File: src/rtl/core/pru_pkg.sv
// ----------------------------------------------------------------------------
// pru_pkg
// types and constants shared by the packed row unpacker modules
// ----------------------------------------------------------------------------
package pru_pkg;

  localparam int unsigned BYTE_W = 8;
  localparam int unsigned CFG_W  = 9;
  localparam int unsigned ADDR_W = 1;
  localparam int unsigned USER_W = 1;
  localparam int unsigned BIT_IDX_W = 3;

  // register indexes of the configuration port
  localparam logic [ADDR_W-1:0] REG_ROW_WIDTH = 1'b0;
  localparam logic [ADDR_W-1:0] REG_ROW_COUNT = 1'b1;

  // reset values of the configuration registers
  localparam logic [CFG_W-1:0] ROW_WIDTH_RST = 9'd8;
  localparam logic [CFG_W-1:0] ROW_COUNT_RST = 9'd8;

  // last bit position of a byte
  localparam logic [BIT_IDX_W-1:0] LAST_BIT = 3'd7;

  typedef enum logic {
    ST_IDLE,
    ST_RUN
  } pru_state_t;

  // one output byte with its row and frame marks
  typedef struct packed {
    logic [BYTE_W-1:0] data;
    logic              last_row;
    logic              last_frame;
  } pru_beat_t;

endpackage

File: src/rtl/core/pru_bit_unit.sv
// ----------------------------------------------------------------------------
// pru_bit_unit
// shared bit step: moves one pixel from the input byte into the output byte
// ----------------------------------------------------------------------------
module pru_bit_unit (
  input  logic [pru_pkg::BYTE_W-1:0]    sh_byte,
  input  logic [pru_pkg::BYTE_W-1:0]    accum,
  input  logic [pru_pkg::BIT_IDX_W-1:0] fill,
  input  logic                          row_end,
  output logic [pru_pkg::BYTE_W-1:0]    sh_byte_nxt,
  output logic [pru_pkg::BYTE_W-1:0]    accum_nxt,
  output logic [pru_pkg::BIT_IDX_W-1:0] fill_nxt,
  output logic                          emit,
  output logic [pru_pkg::BYTE_W-1:0]    byte_out
);
  import pru_pkg::*;

  logic                    pix;
  logic [BIT_IDX_W-1:0]    pos;
  logic [BYTE_W-1:0]       merged;

  always_comb begin
    pix         = sh_byte[BYTE_W-1];
    sh_byte_nxt = {sh_byte[BYTE_W-2:0], 1'b0};
    // msb first: pixel lands at position 7 - fill
    pos         = LAST_BIT - fill;
    merged      = accum | (BYTE_W'(pix) << pos);
    byte_out    = merged;
    emit        = row_end || (fill == LAST_BIT);
    if (emit) begin
      accum_nxt = '0;
      fill_nxt  = '0;
    end else begin
      accum_nxt = merged;
      fill_nxt  = fill + BIT_IDX_W'(1);
    end
  end

endmodule

File: src/rtl/core/pru_out_stage.sv
// ----------------------------------------------------------------------------
// pru_out_stage
// output register holding one result request until the sink takes it
// ----------------------------------------------------------------------------
module pru_out_stage (
  input  logic                       clk,
  input  logic                       rst_n,
  input  logic                       load,
  input  pru_pkg::pru_beat_t         beat,
  output logic                       slot_free,
  output logic                       out_tvalid,
  input  logic                       out_tready,
  output logic [pru_pkg::BYTE_W-1:0] out_tdata,  // [7:0] out_byte
  output logic                       out_tlast,
  output logic [pru_pkg::USER_W-1:0] out_tuser   // [0] last_in_frame
);
  import pru_pkg::*;

  logic      valid_r, valid_nxt;
  pru_beat_t beat_r;

  assign slot_free = !valid_r || out_tready;

  always_comb begin
    if (load) begin
      valid_nxt = 1'b1;
    end else if (out_tready) begin
      valid_nxt = 1'b0;
    end else begin
      valid_nxt = valid_r;
    end
  end

  always_ff @(posedge clk) begin
    if (!rst_n) begin
      valid_r <= 1'b0;
    end else begin
      valid_r <= valid_nxt;
    end
  end

  always_ff @(posedge clk) begin
    if (load) begin
      beat_r <= beat;
    end
  end

  assign out_tvalid = valid_r;
  assign out_tdata  = beat_r.data;
  assign out_tlast  = beat_r.last_row;
  assign out_tuser  = USER_W'(beat_r.last_frame);

endmodule

File: src/rtl/core/packed_row_unpacker_core.sv
// ----------------------------------------------------------------------------
// packed_row_unpacker_core
// turns a bit-packed monochrome frame into byte-aligned rows
// ----------------------------------------------------------------------------
// Each input byte is taken apart one pixel per clock, msb first, by a single
// bit step unit under a small sequencer: the idle state takes the request,
// then the run state steps through the bits of the byte and stops after its
// last bit or when the frame ends inside it. A result byte leaves when a row
// ends or eight pixels have gathered; out_tlast marks a row end and
// out_tuser[0] the end of the frame. A waiting result holds the bit steps
// back. Rows start on a fresh byte and unused low bits of a row's last byte
// read as zero. Register writes take effect at once; row_width and row_count
// are clamped to 1..MAX_ROW_WIDTH and 1..MAX_ROWS.
// ----------------------------------------------------------------------------
module packed_row_unpacker_core #(
  parameter int unsigned MAX_ROW_WIDTH = 256,
  parameter int unsigned MAX_ROWS      = 256
) (
  input  logic                        clk,
  input  logic                        rst_n,
  // configuration
  input  logic                        cfg_we,
  input  logic [pru_pkg::ADDR_W-1:0]  cfg_addr,
  input  logic [pru_pkg::CFG_W-1:0]   cfg_wdata,
  // packed input
  input  logic                        in_tvalid,
  output logic                        in_tready,
  input  logic [pru_pkg::BYTE_W-1:0]  in_tdata,   // [7:0] packed_byte
  // aligned output
  output logic                        out_tvalid,
  input  logic                        out_tready,
  output logic [pru_pkg::BYTE_W-1:0]  out_tdata,  // [7:0] out_byte
  output logic                        out_tlast,  // last_in_row
  output logic [pru_pkg::USER_W-1:0]  out_tuser   // [0] last_in_frame
);
  import pru_pkg::*;

  // pixel counter holds 0..MAX_ROW_WIDTH-1, compare width covers the register
  localparam int unsigned CW  = (MAX_ROW_WIDTH > 1) ? $clog2(MAX_ROW_WIDTH) : 1;
  localparam int unsigned EW  = (CW + 1 > CFG_W) ? CW + 1 : CFG_W;
  localparam int unsigned RIW = (MAX_ROWS > 1) ? $clog2(MAX_ROWS) : 1;
  localparam int unsigned RCW = (RIW + 1 > CFG_W) ? RIW + 1 : CFG_W;

  pru_state_t           state_r, state_nxt;
  logic [BYTE_W-1:0]    sh_r, sh_nxt;
  logic [BIT_IDX_W-1:0] k_r, k_nxt;
  logic [BYTE_W-1:0]    accum_r, accum_nxt;
  logic [BIT_IDX_W-1:0] fill_r, fill_nxt;
  logic [CW-1:0]        bir_r, bir_nxt;
  logic [RIW-1:0]       row_r, row_nxt;
  logic [CFG_W-1:0]     row_width_r, row_count_r;

  logic [EW-1:0]        rw_ext, eff_w, bit_inc;
  logic [RCW-1:0]       rc_ext, eff_c, row_inc;
  logic                 row_end, frame_end, step, slot_free;

  logic [BYTE_W-1:0]    u_sh_nxt, u_accum_nxt, u_byte;
  logic [BIT_IDX_W-1:0] u_fill_nxt;
  logic                 u_emit;
  pru_beat_t            beat;

  // configuration registers
  always_ff @(posedge clk) begin
    if (!rst_n) begin
      row_width_r <= ROW_WIDTH_RST;
      row_count_r <= ROW_COUNT_RST;
    end else if (cfg_we) begin
      case (cfg_addr)
        REG_ROW_WIDTH: row_width_r <= cfg_wdata;
        REG_ROW_COUNT: row_count_r <= cfg_wdata;
        default: ;
      endcase
    end
  end

  // clamped width and count
  always_comb begin
    rw_ext = EW'(row_width_r);
    if (rw_ext == '0) begin
      eff_w = EW'(1);
    end else if (rw_ext > EW'(MAX_ROW_WIDTH)) begin
      eff_w = EW'(MAX_ROW_WIDTH);
    end else begin
      eff_w = rw_ext;
    end
    rc_ext = RCW'(row_count_r);
    if (rc_ext == '0) begin
      eff_c = RCW'(1);
    end else if (rc_ext > RCW'(MAX_ROWS)) begin
      eff_c = RCW'(MAX_ROWS);
    end else begin
      eff_c = rc_ext;
    end
  end

  // row and frame end for the pixel now in the unit
  assign bit_inc   = EW'(bir_r) + EW'(1);
  assign row_inc   = RCW'(row_r) + RCW'(1);
  assign row_end   = (bit_inc >= eff_w);
  assign frame_end = row_end && (row_inc >= eff_c);

  // a bit step only runs when the output register can take its result
  assign step      = (state_r == ST_RUN) && slot_free;
  assign in_tready = (state_r == ST_IDLE);

  pru_bit_unit u_bit (
    .sh_byte     (sh_r),
    .accum       (accum_r),
    .fill        (fill_r),
    .row_end     (row_end),
    .sh_byte_nxt (u_sh_nxt),
    .accum_nxt   (u_accum_nxt),
    .fill_nxt    (u_fill_nxt),
    .emit        (u_emit),
    .byte_out    (u_byte)
  );

  assign beat.data       = u_byte;
  assign beat.last_row   = row_end;
  assign beat.last_frame = frame_end;

  pru_out_stage u_out (
    .clk        (clk),
    .rst_n      (rst_n),
    .load       (step && u_emit),
    .beat       (beat),
    .slot_free  (slot_free),
    .out_tvalid (out_tvalid),
    .out_tready (out_tready),
    .out_tdata  (out_tdata),
    .out_tlast  (out_tlast),
    .out_tuser  (out_tuser)
  );

  // sequencer
  always_comb begin
    state_nxt = state_r;
    sh_nxt    = sh_r;
    k_nxt     = k_r;
    accum_nxt = accum_r;
    fill_nxt  = fill_r;
    bir_nxt   = bir_r;
    row_nxt   = row_r;
    case (state_r)
      ST_IDLE: begin
        if (in_tvalid) begin
          sh_nxt    = in_tdata;
          k_nxt     = '0;
          state_nxt = ST_RUN;
        end
      end
      ST_RUN: begin
        if (step) begin
          sh_nxt    = u_sh_nxt;
          accum_nxt = u_accum_nxt;
          fill_nxt  = u_fill_nxt;
          k_nxt     = k_r + BIT_IDX_W'(1);
          if (row_end) begin
            bir_nxt = '0;
            row_nxt = frame_end ? '0 : row_inc[RIW-1:0];
          end else begin
            bir_nxt = bit_inc[CW-1:0];
          end
          // rest of the byte is dropped once the frame is complete
          if (frame_end || (k_r == LAST_BIT)) begin
            state_nxt = ST_IDLE;
          end
        end
      end
      default: state_nxt = ST_IDLE;
    endcase
  end

  always_ff @(posedge clk) begin
    if (!rst_n) begin
      state_r <= ST_IDLE;
      k_r     <= '0;
      accum_r <= '0;
      fill_r  <= '0;
      bir_r   <= '0;
      row_r   <= '0;
    end else begin
      state_r <= state_nxt;
      k_r     <= k_nxt;
      accum_r <= accum_nxt;
      fill_r  <= fill_nxt;
      bir_r   <= bir_nxt;
      row_r   <= row_nxt;
    end
  end

  always_ff @(posedge clk) begin
    sh_r <= sh_nxt;
  end

`ifndef ASSERT_OFF
  // a taken request keeps the input closed for the bit cycles
  a_busy_after_accept: assert property (@(posedge clk) disable iff (!rst_n)
    (in_tvalid && in_tready) |=> !in_tready)
    else $error("input ready straight after a request was taken");

  // a stalled output freezes the bit position
  a_stall_holds: assert property (@(posedge clk) disable iff (!rst_n)
    (state_r == ST_RUN && out_tvalid && !out_tready) |=> $stable(k_r))
    else $error("bit step ran while the output was blocked");

  // frame end only ever comes with a row end
  a_frame_has_row: assert property (@(posedge clk) disable iff (!rst_n)
    (out_tvalid && out_tuser[0]) |-> out_tlast)
    else $error("frame end without row end");

  // counters stay inside their clamped ranges
  a_row_range: assert property (@(posedge clk) disable iff (!rst_n)
    RCW'(row_r) < RCW'(MAX_ROWS))
    else $error("row index out of range");

  a_pix_range: assert property (@(posedge clk) disable iff (!rst_n)
    EW'(bir_r) < EW'(MAX_ROW_WIDTH))
    else $error("pixel counter out of range");
`endif

endmodule
File: config.mk
export PLATFORM = sky130hd
export DESIGN_NAME = packed_row_unpacker_core
export DESIGN_NICKNAME = d
export VERILOG_FILES = /design/src/rtl/core/pru_pkg.sv /design/src/rtl/core/pru_bit_unit.sv /design/src/rtl/core/pru_out_stage.sv /design/src/rtl/core/packed_row_unpacker_core.sv
export SDC_FILE = /design/constraint.sdc
export NUM_CORES = 1
export LEC_CHECK = 0
export ABC_AREA = 1
export BUFFER_PORTS_ARGS = -buffer_cell sky130_fd_sc_hd__buf_4
export CAP_MARGIN = 40
export CORE_UTILIZATION = 30
export CTS_CLUSTER_DIAMETER = 30
export CTS_CLUSTER_SIZE = 16
export DETAILED_ROUTE_END_ITERATION = 8
export PLACE_DENSITY = 0.52
export SLEW_MARGIN = 20
export SYNTH_ARGS = -nofsm -noshare
export SYNTH_HDL_FRONTEND = slang
export SYNTH_SLANG_ARGS = --single-unit
File: constraint.sdc
create_clock -name clk -period 3.3 [get_ports clk]
set_clock_uncertainty 0.2 [all_clocks]
set_input_delay 0.165 -clock clk [delete_from_list [all_inputs] [get_ports clk]]
set_output_delay 0.165 -clock clk [all_outputs]
set_load 0.01 [all_outputs]
=== Word-level counts from Yosys, hierarchy flattened ===
Index checks and enable logic that the tools add are counted.
Widths: inputs -> output; s select.

* Reductions and logical operators: 15
* $add $sub $neg: 5
* Magnitude comparators: 4
* Bitwise operators: 3
* Multiplexer cells: 20
* Equal/unequal tests: 4
* Shift operators: 1

{| class="wikitable"
|+ Operators with widths
! kind !! number
|-
| $mux 8 || 5
|-
| $mux 9 || 4
|-
| $add 8x1->9 const B || 2
|-
| $ge 9x9->1 || 2
|-
| $gt 9x9->1 const B || 2
|-
| $logic_not 9->1 || 2
|-
| $pmux 8 s2 || 1
|-
| $mux 3 || 3
|-
| $or 8x8->8 || 1
|-
| $reduce_and 2->1 || 4
|-
| $shl 1x3->8 || 1
|-
| $add 3x1->3 const B || 2
|-
| $eq 3x3->1 const B || 2
|-
| $pmux 3 s2 || 1
|-
| $mux 1 || 5
|-
| $logic_and 1x1->1 || 3
|-
| $logic_or 1x1->1 || 3
|-
| $reduce_and 3->1 || 1
|-
| $sub 3x3->3 const A || 1
|-
| $ne 2x1->1 const B || 1
|-
| $ne 2x2->1 const B || 1
|-
| $not 1->1 || 2
|-
| $pmux 1 s2 || 1
|-
| $reduce_bool 2->1 || 1
|-
| $logic_not 1->1 || 1
|}

* Input bits: 23
* Output and inout port bits: 12
* Register bits after elaboration: 68
* Word-level logic and storage cells: 65

=== Longest topological paths before layout ===
* Depth in word-level cells: 9
* Mapped depth: 16
* Mapped depth without buffers: 15

=== By module ===
Synthesis repeated with hierarchy kept, for this count alone.

* Cells, all modules: 502
* Area, all modules: 3681.0 µm²

{| class="wikitable"
|+ Modules (own cells, without submodules)
! module !! seq. area each (µm²) !! instances !! cells an instance !! area each (µm²)
|-
| packed_row_unpacker_core || 1221.2 || 1 || 432 || 3035.4
|-
| pru_out_stage || 320.3 || 1 || 16 || 346.6
|-
| pru_bit_unit || 0.0 || 1 || 54 || 299.0
|}

=== Worst setup path after synthesis ===
OpenSTA, ideal clock, no wires.

* Kind: register -> register
* Start: reg bir_r[0]
* End: reg u_out.beat_r (netlist bit u_out.out_tdata[0]), enable pin
* Slack: 788 ps
* Setup time: 334 ps
* Stages on the path, launching flop included: 14
* Data required time: 2766 ps
* Path buffers: 0
* Arrival: 1978 ps
* Clock period less this slack: 2512 ps
* Path through: dfxtp_1 > ha_1 > nand3_1 > nor3_1 > xor2_1 > ha_1 > nand2_1 > nand2_1 > a21oi_2 > o21ai_1 > nand2_1 > nand2_1 > nand2_2 > inv_1

* Word-level cells in the longest chain between the ends: 4

{| class="wikitable"
|+ Ends and longest elaborated chain
! what !! line !! RTL
|-
| start: declaration || packed_row_unpacker_core.sv:49 || <nowiki>logic [CW-1:0] bir_r, bir_nxt;</nowiki>
|-
| start signal: assignment || packed_row_unpacker_core.sv:187 || <nowiki>bir_r <= bir_nxt;</nowiki>
|-
| $add 8x1->9 || packed_row_unpacker_core.sv:97 || <nowiki>assign bit_inc = EW'(bir_r) + EW'(1);</nowiki>
|-
| $ge 9x9->1 || packed_row_unpacker_core.sv:99 || <nowiki>assign row_end = (bit_inc >= eff_w);</nowiki>
|-
| $logic_or 1x1->1 || pru_bit_unit.sv:29 || <nowiki>emit = row_end || (fill == LAST_BIT);</nowiki>
|-
| $logic_and 1x1->1 || packed_row_unpacker_core.sv:125 || <nowiki>.load (step && u_emit),</nowiki>
|-
| via u_out.load || pru_out_stage.sv:8 || <nowiki>input logic load,</nowiki>
|-
| end signal: assignment || pru_out_stage.sv:44 || <nowiki>beat_r <= beat;</nowiki>
|-
| end: declaration || pru_out_stage.sv:20 || <nowiki>pru_beat_t beat_r;</nowiki>
|}

The timed path passes the listed nets, and every way through them passes these cells.
A chain may end at the register's enable or synchronous reset.

=== Final worst setup path ===
* Start: reg bir_r[0]
* End: reg u_out.beat_r (netlist bit u_out.out_tdata[7]), enable pin

The elaborated chain is that of the path after synthesis.

==> reports/metrics.csv <==
metric;value;unit
end_kind;flip-flop;
synth.yosys.seq_area_share;45.8;%
reg2reg_slack;550;ps
instances_no_fill;629;
hold_violations;0;
wl_per_cell;11.2;um
worst_pin_slew;518;ps
cts_buffers;9;
fill_cells;1141;
nNetsFinal;531;
clock_sinks;68;
post-place-ws;554;ps
yosysWarnings;0;
slew_violations;0;
worstSetupPathType;reg -> reg;
final_cell_mix;nand2_1 (122), nor2_1 (55), dfxtp_1 (50), inv_1 (37), buf_4 (34);
grt_start_max_net_pins;26;
overflow;0;
die_w;108;um
p_total;1.78;mW
start_util;30.9;%
cts_tree;built;
io_pins;35;
die_h;108;um
portBuffers;34;
antennaDiodeCount;0;
synth-async-reset-ratio;0;%
synth-edff-count;18;
rsz0062_at_grt;false;
vias;2809;
firstDrtPassIters;4;
root_buffer;clkbuf_8;
core;10900;um^2
synth_cells;427;
first_iter_violations;104;
placed_cells;592;
status;finished, final reports clean;
worstPathArrival;2610;ps
max_cap_violations;0;
h-tree-depth;3;
synth_seq_cells;68;
setup_tns;0;ps
p_leak;1.81;nW
setup_violations;0;
finalWeightedCongestion;0.778;
clock_latency;340;ps
cts_buffer_depth;2;
fmax;363;MHz
cp_max_fo;10;
required;3160;ps
drive_above_1_share;12.7;%
via_per_inst;4.47;
rows;38;
drt_wl_total;7040;um
area_growth;23.0;%
synth.avg_cell_area;7.89;um^2
clk_pin_slew;80;ps
synth_cell_types;30;
ant_nets;0;
hpwl;5040;um
min_period;2750;ps
cellPowerDensity;429;nW/um^2
antenna_found_initial;0;
slew_headroom;65.3;%
final_common_cell;nand2_1;
finalWorstSetupSlack;546;ps
hold_path.class;in -> reg;
track_usage;13.3;%
min_period_over_period;83.5;%
cts_setup_buffers;0;
syn-num-nets;474;
grt_pass1_vias;2683;
grt_first_pass_wirelength;12200;um
drc;0;
netlist_area;3370;um^2
dieArea;11700;um^2
vdd_ir_drop_max;194;uV
critPathLaunchType;flip-flop;
synth-main-ff-cell;dfxtp_1;
## per-layer routing
layer | track usage (%) | up-vias | share of wire [%]
met5 | 0 | - | 0
met2 | 22.2 | 27 | 47
met4 | 4.40 | 0 | 1.4
met3 | 3.44 | 9 | 2.9
li1 | - | 1501 | -
met1 | 16.6 | 1272 | 49
## critical path, cell delays in order, from the launching register on
cell and delay [ps]:
dfxtp_1 410, ha_1 210, nand3_1 130, nor3_1 220, xor2_1 210, ha_1 270
nand2_1 70, nand2_1 50, a21oi_2 140, nand3_1 130, nand2_1 120, nand2_1 70
nand2_2 80, inv_1 180
## registers in the layout, summed over array words and instances (netlist names)
| register | cells |
|---|---|
| rc_ext | 9 |
| u_out.out_tuser | 1 |
| row_width_r | 9 |
| u_out.out_tdata | 8 |
| sh_r | 8 |
| bir_r | 8 |
| k_r | 3 |
| u_out.out_tlast | 1 |
| row_r | 8 |
| state_r | 1 |
| u_out.out_tvalid | 1 |
| accum_r | 8 |
| fill_r | 3 |
## stage by stage
stage | util [%] | hold WS [ps] | area (um^2)
2_1_floorplan | - | 78.2 | 3370
3_3_place_gp | 34.5 | 195 | 3750
3_5_place_dp | 34.5 | 196 | 3750
4_1_cts | 38.0 | 13.4 | 4140
5_1_grt | 38.0 | 71.6 | 4140
6_report | 38.0 | 15.0 | 4140
## logic make-up after synthesis
logic type | count (synthesis) | synth area share, %
flip-flops | 68 | 45.8
buffers and inverters | 49 | 6.13
AO/OA/AOI/OAI | 66 | 10.6
XOR/XNOR | 11 | 2.86
adder cells (fa/ha/maj) | 24 | 8.92
AND/OR/NAND/NOR | 209 | 25.7
## path summary, 6_finish.rpt
kind                                from                  to  depth (start not counted)
worst min-delay path            cfg_addr      row_width_r[3]                          4
worst max register to register  bir_r[0]  u_out.out_tdata[7]                         13
worst max-delay path            bir_r[0]  u_out.out_tdata[7]                         13
worst min register to register    k_r[0]              k_r[0]                          1
## power breakdown
part	total (mW)	switching, mW	internal, mW
Clock	0.619	0.343	0.276
Combinational	0.232	0.135	0.0967
Sequential	0.927	0.0272	0.899
Total	1.78	0.506	1.27
## synth_stat cells, drive strengths merged (2+ instances only)
master	number	area, um^2
xor2	9	78.8
nor2	58	235
o21bai	8	60.1
clkbuf	6	22.5
clkinv	3	23.8
inv	37	139
o21ai	29	145
nand3b	2	15.0
ha	24	300
nand2	126	483
xnor2	2	17.5
dfxtp	50	1000
a21oi	28	144
edfxtp	18	541
nand3	15	85.1
nor4	4	25.0
buf	3	21.3
## what timing repair did
action / in CTS / in global routing
gates resized for setup: 0 / 0
endpoints found under the hold margin: 32 / 0
endpoints found under the setup margin: 0 / 0
hold buffers: 21 / 0
## layout make-up
type / instances / area, um^2 / share of cell area (%)
Clock buffer: 9 / 124 / 2.99
Clock inverter: 7 / 52.6 / 1.27
Timing Repair Buffer: 55 / 465 / 11.2
Inverter: 40 / 163 / 3.93
Multi-Input combinational cell: 310 / 1620 / 39.1
Tap cell: 140 / 175 / 4.23
Sequential cell: 68 / 1540 / 37.2
(Power assumes the default switching activity.)
